## src/hdl/bftr_pkg.sv

```systemverilog
// bftr_pkg: shared types and constants for the bitmap font text renderer
// used by bftr_glyph_rom, bftr_seq and bitmap_font_text_renderer_core
package bftr_pkg;

	localparam int unsigned GLYPH_SIZE  = 8;
	localparam int unsigned GLYPH_COUNT = 36;
	localparam int unsigned GLYPH_W     = $clog2(GLYPH_COUNT);
	localparam int unsigned ROW_W       = $clog2(GLYPH_SIZE);
	localparam int unsigned BIT_W       = $clog2(GLYPH_SIZE);

	localparam logic [ROW_W-1:0] LAST_ROW   = ROW_W'(GLYPH_SIZE - 1);
	localparam logic [15:0]      CURSOR_ADV = 16'(GLYPH_SIZE + 1);

	localparam logic [7:0] CH_ZERO = 8'h30;
	localparam logic [7:0] CH_NINE = 8'h39;
	localparam logic [7:0] CH_A    = 8'h41;
	localparam logic [7:0] CH_Z    = 8'h5A;
	localparam logic [7:0] LETTER_BASE = 8'd10;

	typedef enum logic [1:0] {
		ST_IDLE,
		ST_FETCH,
		ST_SCAN
	} seq_state_t;

	typedef struct packed {
		logic               en;
		logic [GLYPH_W-1:0] glyph;
		logic [ROW_W-1:0]   row;
	} rom_rd_t;

	typedef struct packed {
		logic               valid;
		logic [GLYPH_W-1:0] glyph;
		logic [15:0]        x;
		logic [15:0]        y;
		logic [7:0]         color;
	} start_cmd_t;

endpackage

```

## src/hdl/bitmap_font_text_renderer_core.sv

```systemverilog
// bitmap_font_text_renderer_core: top level, character beat intake and cursor
// depends on bftr_pkg, bftr_glyph_rom, bftr_seq
//
// Draws one character per input beat from a fixed 8x8 font of digits and capitals,
// emitting one pixel beat per set glyph bit, rows top to bottom and within a row
// from bit 0 upward, column cursor+8-k; the final beat of a glyph carries last.
// Other codes draw nothing. The cursor loads from start_x on new_string and moves
// right by 9 after every character. A drawing character keeps the block busy until
// its rows are scanned, longer under output stall: the font ROM read of row 0 comes
// first, later rows are prefetched while the current row is scanned one bit per
// cycle unless pixel_stall holds it. A non-drawing character never sets busy.
module bitmap_font_text_renderer_core (
	input  logic        clk,
	input  logic        arst_n,
	input  logic        char_valid,
	output logic        char_stall,
	input  logic [7:0]  ch,
	input  logic [15:0] start_x,
	input  logic [15:0] start_y,
	input  logic [7:0]  color,
	input  logic        new_string,
	output logic        pixel_valid,
	input  logic        pixel_stall,
	output logic [15:0] pixel_x,
	output logic [15:0] pixel_y,
	output logic [7:0]  pixel_color,
	output logic        last
);

	logic                                  busy;
	logic                                  accept;
	logic [15:0]                           cursor_q;
	logic [15:0]                           base_x;
	logic                                  is_digit;
	logic                                  is_letter;
	logic [7:0]                            glyph_full;
	bftr_pkg::start_cmd_t                  cmd;
	bftr_pkg::rom_rd_t                     rom_rd;
	logic [bftr_pkg::GLYPH_SIZE-1:0]       rom_rdata;

	assign char_stall = busy;
	assign accept     = char_valid && !char_stall;
	assign base_x     = new_string ? start_x : cursor_q;

	assign is_digit  = (ch >= bftr_pkg::CH_ZERO) && (ch <= bftr_pkg::CH_NINE);
	assign is_letter = (ch >= bftr_pkg::CH_A) && (ch <= bftr_pkg::CH_Z);
	assign glyph_full = is_digit ? (ch - bftr_pkg::CH_ZERO)
		: (ch - bftr_pkg::CH_A + bftr_pkg::LETTER_BASE);

	always_comb begin
		cmd.valid = accept && (is_digit || is_letter);
		cmd.glyph = glyph_full[bftr_pkg::GLYPH_W-1:0];
		cmd.x     = base_x;
		cmd.y     = start_y;
		cmd.color = color;
	end

	always_ff @(posedge clk or negedge arst_n) begin
		if (!arst_n) begin
			cursor_q <= '0;
		end else if (accept) begin
			cursor_q <= base_x + bftr_pkg::CURSOR_ADV;
		end
	end

	bftr_glyph_rom u_rom (
		.clk   (clk),
		.rd    (rom_rd),
		.rdata (rom_rdata)
	);

	bftr_seq u_seq (
		.clk         (clk),
		.arst_n      (arst_n),
		.cmd         (cmd),
		.busy        (busy),
		.rom_rd      (rom_rd),
		.rom_rdata   (rom_rdata),
		.pixel_valid (pixel_valid),
		.pixel_stall (pixel_stall),
		.pixel_x     (pixel_x),
		.pixel_y     (pixel_y),
		.pixel_color (pixel_color),
		.last        (last)
	);

endmodule

```

## src/hdl/bftr_glyph_rom.sv

```systemverilog
// bftr_glyph_rom: 36 x 8 row glyph font, synchronous read with a registered output
// depends on bftr_pkg
module bftr_glyph_rom (
	input  logic                      clk,
	input  bftr_pkg::rom_rd_t         rd,
	output logic [bftr_pkg::GLYPH_SIZE-1:0] rdata
);

	localparam logic [7:0] FONT [bftr_pkg::GLYPH_COUNT][bftr_pkg::GLYPH_SIZE] = '{
		'{8'h7E, 8'hC3, 8'hC7, 8'hCF, 8'hDB, 8'hF3, 8'hE3, 8'h7E},
		'{8'h18, 8'h38, 8'h38, 8'h18, 8'h18, 8'h18, 8'h7E, 8'h7E},
		'{8'h3C, 8'hE7, 8'h07, 8'h06, 8'h1E, 8'h78, 8'hE3, 8'hFF},
		'{8'h3C, 8'hE7, 8'h07, 8'h1C, 8'h07, 8'h07, 8'hE6, 8'h3C},
		'{8'h1C, 8'h3C, 8'h6C, 8'hCC, 8'hCC, 8'hFE, 8'h0C, 8'h1E},
		'{8'hFF, 8'hC0, 8'hFE, 8'h07, 8'h07, 8'h07, 8'hC6, 8'h7E},
		'{8'h1C, 8'h30, 8'h60, 8'hC0, 8'hFE, 8'hC3, 8'hC3, 8'h7E},
		'{8'hFF, 8'hFF, 8'hC7, 8'h07, 8'h0E, 8'h38, 8'h38, 8'h38},
		'{8'h7E, 8'h7E, 8'hC3, 8'hC3, 8'h7E, 8'hC3, 8'hC3, 8'h7E},
		'{8'h7E, 8'hC3, 8'hC3, 8'h7F, 8'h03, 8'h07, 8'h0E, 8'h7C},
		'{8'h18, 8'h3C, 8'h66, 8'hC3, 8'hC3, 8'hFF, 8'hC3, 8'hC3},
		'{8'hFC, 8'h66, 8'h66, 8'h7C, 8'h7C, 8'h66, 8'h66, 8'hFC},
		'{8'h3E, 8'h63, 8'hC0, 8'hC0, 8'hC0, 8'hC0, 8'h63, 8'h3E},
		'{8'hFC, 8'h66, 8'h63, 8'h63, 8'h63, 8'h63, 8'h66, 8'hFC},
		'{8'hFF, 8'h61, 8'h60, 8'h64, 8'h7C, 8'h64, 8'h61, 8'hFF},
		'{8'hFF, 8'h61, 8'h60, 8'h64, 8'h7C, 8'h64, 8'h60, 8'hF0},
		'{8'h3E, 8'h63, 8'hC0, 8'hC0, 8'hC7, 8'hE3, 8'h63, 8'h3F},
		'{8'hC3, 8'hC3, 8'hC3, 8'hC3, 8'hFF, 8'hC3, 8'hC3, 8'hC3},
		'{8'h7E, 8'h18, 8'h18, 8'h18, 8'h18, 8'h18, 8'h18, 8'h7E},
		'{8'h0F, 8'h06, 8'h06, 8'h06, 8'h06, 8'hC6, 8'hC6, 8'h7C},
		'{8'hE3, 8'h63, 8'h66, 8'h6C, 8'h78, 8'h6C, 8'h66, 8'hE3},
		'{8'hF0, 8'h60, 8'h60, 8'h60, 8'h60, 8'h61, 8'h63, 8'hFF},
		'{8'hC3, 8'hE7, 8'hFF, 8'hFF, 8'hDB, 8'hC3, 8'hC3, 8'hC3},
		'{8'hC3, 8'hE3, 8'hF3, 8'hDB, 8'hCF, 8'hC7, 8'hC3, 8'hC3},
		'{8'h3C, 8'h66, 8'hC3, 8'hC3, 8'hC3, 8'hC3, 8'h66, 8'h3C},
		'{8'hFE, 8'h63, 8'h63, 8'h63, 8'h7E, 8'h60, 8'h60, 8'hF0},
		'{8'h7E, 8'hC3, 8'hC3, 8'hC3, 8'hC3, 8'hCF, 8'h7E, 8'h0F},
		'{8'hFE, 8'h63, 8'h63, 8'h7E, 8'h6E, 8'h66, 8'h63, 8'hE3},
		'{8'h7E, 8'hC3, 8'hE0, 8'h70, 8'h1F, 8'h03, 8'hC6, 8'h7C},
		'{8'hFF, 8'h99, 8'h18, 8'h18, 8'h18, 8'h18, 8'h18, 8'h3C},
		'{8'hC3, 8'hC3, 8'hC3, 8'hC3, 8'hC3, 8'hC3, 8'hE7, 8'h7E},
		'{8'hC3, 8'hC3, 8'hC3, 8'hC3, 8'hC3, 8'hC3, 8'h3C, 8'h18},
		'{8'hC3, 8'hC3, 8'hC3, 8'hC3, 8'hDB, 8'hFF, 8'hE7, 8'hC3},
		'{8'hC3, 8'hC3, 8'h66, 8'h66, 8'h3C, 8'h3C, 8'h67, 8'hC3},
		'{8'hC3, 8'hC3, 8'hC3, 8'hC3, 8'h7E, 8'h18, 8'h18, 8'h3C},
		'{8'hFF, 8'hC3, 8'h86, 8'h0C, 8'h18, 8'h31, 8'h63, 8'hFF}
	};

	logic [bftr_pkg::GLYPH_SIZE-1:0] rdata_q;

	always_ff @(posedge clk) begin
		if (rd.en) begin
			rdata_q <= FONT[rd.glyph][rd.row];
		end
	end

	assign rdata = rdata_q;

endmodule

```

## src/hdl/bftr_seq.sv

```systemverilog
// bftr_seq: row fetch and bit scan sequencer with the pixel output register
// depends on bftr_pkg, drives the read port of bftr_glyph_rom
module bftr_seq (
	input  logic                            clk,
	input  logic                            arst_n,
	input  bftr_pkg::start_cmd_t            cmd,
	output logic                            busy,
	output bftr_pkg::rom_rd_t               rom_rd,
	input  logic [bftr_pkg::GLYPH_SIZE-1:0] rom_rdata,
	output logic                            pixel_valid,
	input  logic                            pixel_stall,
	output logic [15:0]                     pixel_x,
	output logic [15:0]                     pixel_y,
	output logic [7:0]                      pixel_color,
	output logic                            last
);

	localparam int unsigned GS = bftr_pkg::GLYPH_SIZE;

	bftr_pkg::seq_state_t state_q, state_d;

	logic [bftr_pkg::GLYPH_W-1:0] glyph_q;
	logic [bftr_pkg::ROW_W-1:0]   row_q;
	logic [GS-1:0]                mask_q;
	logic [15:0]                  x_q;
	logic [15:0]                  y_q;
	logic [7:0]                   color_q;

	logic                         out_valid_q;
	logic [15:0]                  out_x_q;
	logic [15:0]                  out_y_q;
	logic [7:0]                   out_color_q;
	logic                         out_last_q;

	logic [bftr_pkg::BIT_W-1:0]   bit_k;
	logic [GS-1:0]                mask_next;
	logic                         out_free;
	logic                         step;
	logic                         emit;
	logic                         row_done;
	logic                         final_row;

	// lowest set bit of the current row
	always_comb begin
		bit_k = '0;
		for (int i = GS - 1; i >= 0; i--) begin
			if (mask_q[i]) begin
				bit_k = bftr_pkg::BIT_W'(i);
			end
		end
	end

	assign mask_next = mask_q & (mask_q - GS'(1));
	assign out_free  = !out_valid_q || !pixel_stall;
	assign final_row = (row_q == bftr_pkg::LAST_ROW);
	assign step      = (state_q == bftr_pkg::ST_SCAN) && (out_free || (mask_q == '0));
	assign emit      = (state_q == bftr_pkg::ST_SCAN) && out_free && (mask_q != '0);
	assign row_done  = step && (mask_next == '0);
	assign busy      = (state_q != bftr_pkg::ST_IDLE);

	always_ff @(posedge clk or negedge arst_n) begin
		if (!arst_n) begin
			state_q <= bftr_pkg::ST_IDLE;
		end else begin
			state_q <= state_d;
		end
	end

	always_comb begin
		state_d = state_q;
		rom_rd  = '0;
		unique case (state_q)
			bftr_pkg::ST_IDLE: begin
				if (cmd.valid) begin
					state_d      = bftr_pkg::ST_FETCH;
					rom_rd.en    = 1'b1;
					rom_rd.glyph = cmd.glyph;
					rom_rd.row   = '0;
				end
			end
			bftr_pkg::ST_FETCH: begin
				// row 0 arrives now, prefetch row 1
				state_d      = bftr_pkg::ST_SCAN;
				rom_rd.en    = 1'b1;
				rom_rd.glyph = glyph_q;
				rom_rd.row   = bftr_pkg::ROW_W'(1);
			end
			bftr_pkg::ST_SCAN: begin
				if (row_done) begin
					if (final_row) begin
						state_d = bftr_pkg::ST_IDLE;
					end else if (row_q < bftr_pkg::LAST_ROW - bftr_pkg::ROW_W'(1)) begin
						rom_rd.en    = 1'b1;
						rom_rd.glyph = glyph_q;
						rom_rd.row   = row_q + bftr_pkg::ROW_W'(2);
					end
				end
			end
			default: begin
				state_d = bftr_pkg::ST_IDLE;
			end
		endcase
	end

	always_ff @(posedge clk or negedge arst_n) begin
		if (!arst_n) begin
			mask_q <= '0;
			row_q  <= '0;
		end else begin
			if (state_q == bftr_pkg::ST_IDLE && cmd.valid) begin
				row_q <= '0;
			end else if (state_q == bftr_pkg::ST_FETCH) begin
				mask_q <= rom_rdata;
			end else if (step) begin
				if (row_done && !final_row) begin
					mask_q <= rom_rdata;
					row_q  <= row_q + bftr_pkg::ROW_W'(1);
				end else begin
					mask_q <= mask_next;
				end
			end
		end
	end

	always_ff @(posedge clk) begin
		if (state_q == bftr_pkg::ST_IDLE && cmd.valid) begin
			glyph_q <= cmd.glyph;
			x_q     <= cmd.x;
			y_q     <= cmd.y;
			color_q <= cmd.color;
		end
	end

	always_ff @(posedge clk or negedge arst_n) begin
		if (!arst_n) begin
			out_valid_q <= 1'b0;
		end else if (emit) begin
			out_valid_q <= 1'b1;
		end else if (!pixel_stall) begin
			out_valid_q <= 1'b0;
		end
	end

	// bit k lands at column cursor + 8 - k
	always_ff @(posedge clk) begin
		if (emit) begin
			out_x_q     <= x_q + 16'(GS) - 16'(bit_k);
			out_y_q     <= y_q + 16'(row_q);
			out_color_q <= color_q;
			out_last_q  <= final_row && (mask_next == '0);
		end
	end

	assign pixel_valid = out_valid_q;
	assign pixel_x     = out_x_q;
	assign pixel_y     = out_y_q;
	assign pixel_color = out_color_q;
	assign last        = out_last_q;

	a_start_when_idle: assert property (@(posedge clk) disable iff (!arst_n)
		cmd.valid |-> state_q == bftr_pkg::ST_IDLE)
		else $error("start command while sequencer busy");

	a_last_ends_glyph: assert property (@(posedge clk) disable iff (!arst_n)
		emit && final_row && (mask_next == '0) |=> state_q == bftr_pkg::ST_IDLE)
		else $error("sequencer still busy after last beat");

	a_idle_mask_empty: assert property (@(posedge clk) disable iff (!arst_n)
		state_q == bftr_pkg::ST_IDLE |-> mask_q == '0)
		else $error("pending glyph bits while idle");

	a_row_nonempty: assert property (@(posedge clk) disable iff (!arst_n)
		state_q == bftr_pkg::ST_FETCH |=> mask_q != '0)
		else $error("glyph row 0 empty");

endmodule
```

## config.mk

```make
export PLATFORM = sky130hd
export DESIGN_NAME = bitmap_font_text_renderer_core
export DESIGN_NICKNAME = d
export VERILOG_FILES = /design/src/hdl/bftr_pkg.sv /design/src/hdl/bitmap_font_text_renderer_core.sv /design/src/hdl/bftr_glyph_rom.sv /design/src/hdl/bftr_seq.sv
export SDC_FILE = /design/constraint.sdc
export NUM_CORES = 1
export LEC_CHECK = 0
export BUFFER_PORTS_ARGS = -buffer_cell sky130_fd_sc_hd__buf_2
export CAP_MARGIN = 0
export CORE_ASPECT_RATIO = 1.25
export CORE_UTILIZATION = 60
export DETAILED_ROUTE_END_ITERATION = 10
export PLACE_DENSITY_LB_ADDON = 0.3
export SYNTH_ARGS = -nofsm -noshare
export SYNTH_HDL_FRONTEND = slang
export SYNTH_HIERARCHICAL = 1
export SYNTH_SLANG_ARGS = --single-unit
```

## constraint.sdc

```tcl
create_clock -name clk -period 6.05 [get_ports clk]
set_input_delay 0.605 -clock clk [delete_from_list [all_inputs] [get_ports clk]]
set_output_delay 0.605 -clock clk [all_outputs]
set_load 0.01 [all_outputs]
```

==> run metrics <==
commonest cells after routing, fill and taps aside=nand2_1, buf_2, edfxtp_1, o21ai_0, a21oi_1; post-route clock period utilization=81.2%; maximum clock path buffer count=2; final-report max-slew violation count=0; clock transition at the registers of the reported paths=70 ps; Post-Place Cells=1,331; final hold vios=0; 1st-pass router iterations=8; Initial Utilization=approximately 62%; Chip Height=144 um; CP Class=input port to flip-flop; drt total wl=34.7 mm; Ys Warns=6; Ant. Diodes=0; CTS tree=done; Least-Margin Pin Slew=1380 ps; largest net degree at the start of global routing=a little over 80; Vias=9,646; area grow syn2layout=11.9%; hpwl dp=23.6 mm; EDFF count, synth=95; # clock sinks=125; Mapped Nets=1,181; # Post-CTS Setup Buffers=0; hold buffer count at cts=0; Congestion Overflow GR=0; Critical Path Sink Type=flip-flop; H-Tree Depth=4; post-synth cell types=89; post-synthesis cell area=9720 sq um; Mapped Cells=1,073; total track usage=42.2%; top-area cell type share of the netlist area=29.3%; Async SR Flop Fraction=24.0%; VDD IR-drop max=approximately 0.00023 V; Worst-Skew Late Latency=410 ps; CTS resizes=0; LEAKAGE=4.29 nW; Tmin final=4910 ps; # Max-Cap Violations=0; I/O pin cnt=96; Setup-failing EPs final=0; sequential fraction of the synthesis area=37.1%; CTS buffer count=17; Synth area leaders=edfxtp_1, dfrtp_1, ha_1; Avg Inst Size Synth=9.06 sq um; Die Wd=between 100 and 150 um; layout cells sized above 1=17.0%; flops & latches, synth=125; RD Place Congestion=~1.1; vias in the first global route=a little over 9,000; Critical Path RT=6280 ps; RSZ-0062 raised after global routing=false; Finished Cell Area=10,900 sq um; Non-Filler Instances=1,363; Cell Pwr Density=430 nW/um^2; leading area contributor after synthesis=edfxtp_1; die area=16,700 sq um; Core ar.=15,700 sq um; crit-path max FO=42; ys flop type=edfxtp_1; outcome=finished, final reports clean; Root Buffer=clkbuf_16; IO buf count=95; DP Area=between 10,000 and 15,000 sq um; DRC viols=0; Hold WC Path Type=input port to asynchronous set/reset pin; initial DRC count=1,468; Worst Skew=11.3 ps; setup TNS=0 ps; DRT antenna net count=0; commonest non-fill, non-tap cell in the layout=nand2_1; CP arrival=5140 ps; first-pass GRT wire length=52.0 mm; Relative slew margins=7.62%; antenna violations before repair=0; crit path launch type=input port; Row Count=51; drt wl/cell=25.5 um; layout net count=1,246; vias per cell=7.08; top achievable clock speed=~200 MHz
==> routing by layer <==
layer | wire, um | vias to the layer above | track usage [%]
met5 | 0 | - | 0
li1 | - | 4163 | -
met1 | 11700 | 4497 | 44.7
met3 | 3280 | 239 | 10.7
met2 | 16900 | 747 | 72.2
met4 | 2810 | 0 | 31.2
==> cells in the mapped netlist, types with 6 or more instances <==
cell / instances
nand4_1: 17
a211o_1: 6
inv_1: 52
o21a_1: 6
ha_1: 53
buf_2: 29
buf_4: 8
xnor2_1: 26
a21o_1: 11
a31oi_1: 23
nor3_1: 17
o221ai_1: 7
nor2b_1: 22
mux2_2: 14
dfrtp_1: 30
a221oi_1: 6
o211ai_1: 15
nand2_1: 118
o21ai_0: 65
a22o_1: 7
a211oi_1: 20
mux2i_1: 15
and2_1: 8
a32o_1: 10
edfxtp_1: 95
nand2b_1: 33
xor2_1: 12
nor2_1: 63
a21oi_1: 64
clkbuf_1: 26
o31ai_1: 10
a311oi_1: 7
buf_6: 8
nand3_1: 43
==> cell families (layout without fill, tap and decap cells) <==
group,after synthesis,count (layout),share of synthesized area (%)
flops,125,125,37.1
buf+inv,132,210,6.39
xor+xnor,38,38,3.42
compound gates,329,329,23.9
mux,30,30,3.32
fa+ha+maj,56,56,7.33
simple gates,363,363,18.6
==> worst max-delay path, cell delays in order <==
cell and delay [ps]:
buf_2 150, ha_1 150, nor3b_1 320, a21boi_1 490, inv_1 100, a21oi_1 140
nand2_1 170, inv_2 260, buf_4 520, a22o_1 610, inv_1 300, nor2_1 470
a21oi_1 300, o2111a_1 310, o32ai_1 250
==> where the power goes <==
group / internal [mW] / switching [mW]
sequential: 1.22 / 0.168
clock: 0.579 / 0.423
combinational: 0.812 / 1.48
total: 2.61 / 2.07
==> worst paths after layout <==
| check | end | startpoint | depth (start not counted) | slack [ps] |
|---|---|---|---|---|
| setup / recovery | u_rom/rdata[5] | ch[4] | 15 | 1140 |
| hold / removal | cursor_q[9] | arst_n | 1 | 230 |
| setup reg to reg | u_rom/rdata[1] | u_seq/mask_q[1] | 15 | 1230 |
| hold reg to reg | u_seq/pixel_color[2] | u_seq/color_q[2] | 0 | 420 |
| max in group asynchronous | u_seq/row_q[2] | arst_n | 1 | 5350 |
| min in group clk | u_seq/y_q[1] | start_y[1] | 1 | 360 |
==> stage by stage <==
step | power [mW] | setup WS [ps] | hold slack (ps) | utilization [%]
2_1_floorplan | 2.88 | 830 | 309 | -
3_3_place_gp | 3.52 | 901 | 401 | 65.6
3_5_place_dp | 3.54 | 907 | 408 | 65.6
4_1_cts | 4.58 | 1320 | 244 | 69.3
5_1_grt | 4.87 | 727 | 268 | 69.3
6_report | 4.68 | 1140 | 230 | 69.3
==> registers in the layout (all words and copies together) (netlist names) <==
signal             flops
u_seq/color_q          8
u_seq/mask_q           8
cursor_q              16
u_seq/x_q             16
u_seq/last             1
u_seq/pixel_x         16
u_seq/pixel_valid      1
u_seq/pixel_color      8
u_seq/row_q            3
u_rom/rdata            8
u_seq/pixel_y         16
u_seq/state_q          2
u_seq/glyph_q          6
u_seq/y_q             16
==> layout make-up <==
cell class	instances	area (sq um)
Clock buffer	17	425
Clock inverter	15	151
Timing Repair Buffer	122	691
Sequential cell	125	3600
Fill cell	1144	4820
Multi-Input combinational cell	816	5530
Tap cell	212	265
Inverter	56	210
Power figures use the tool's default switching activity.
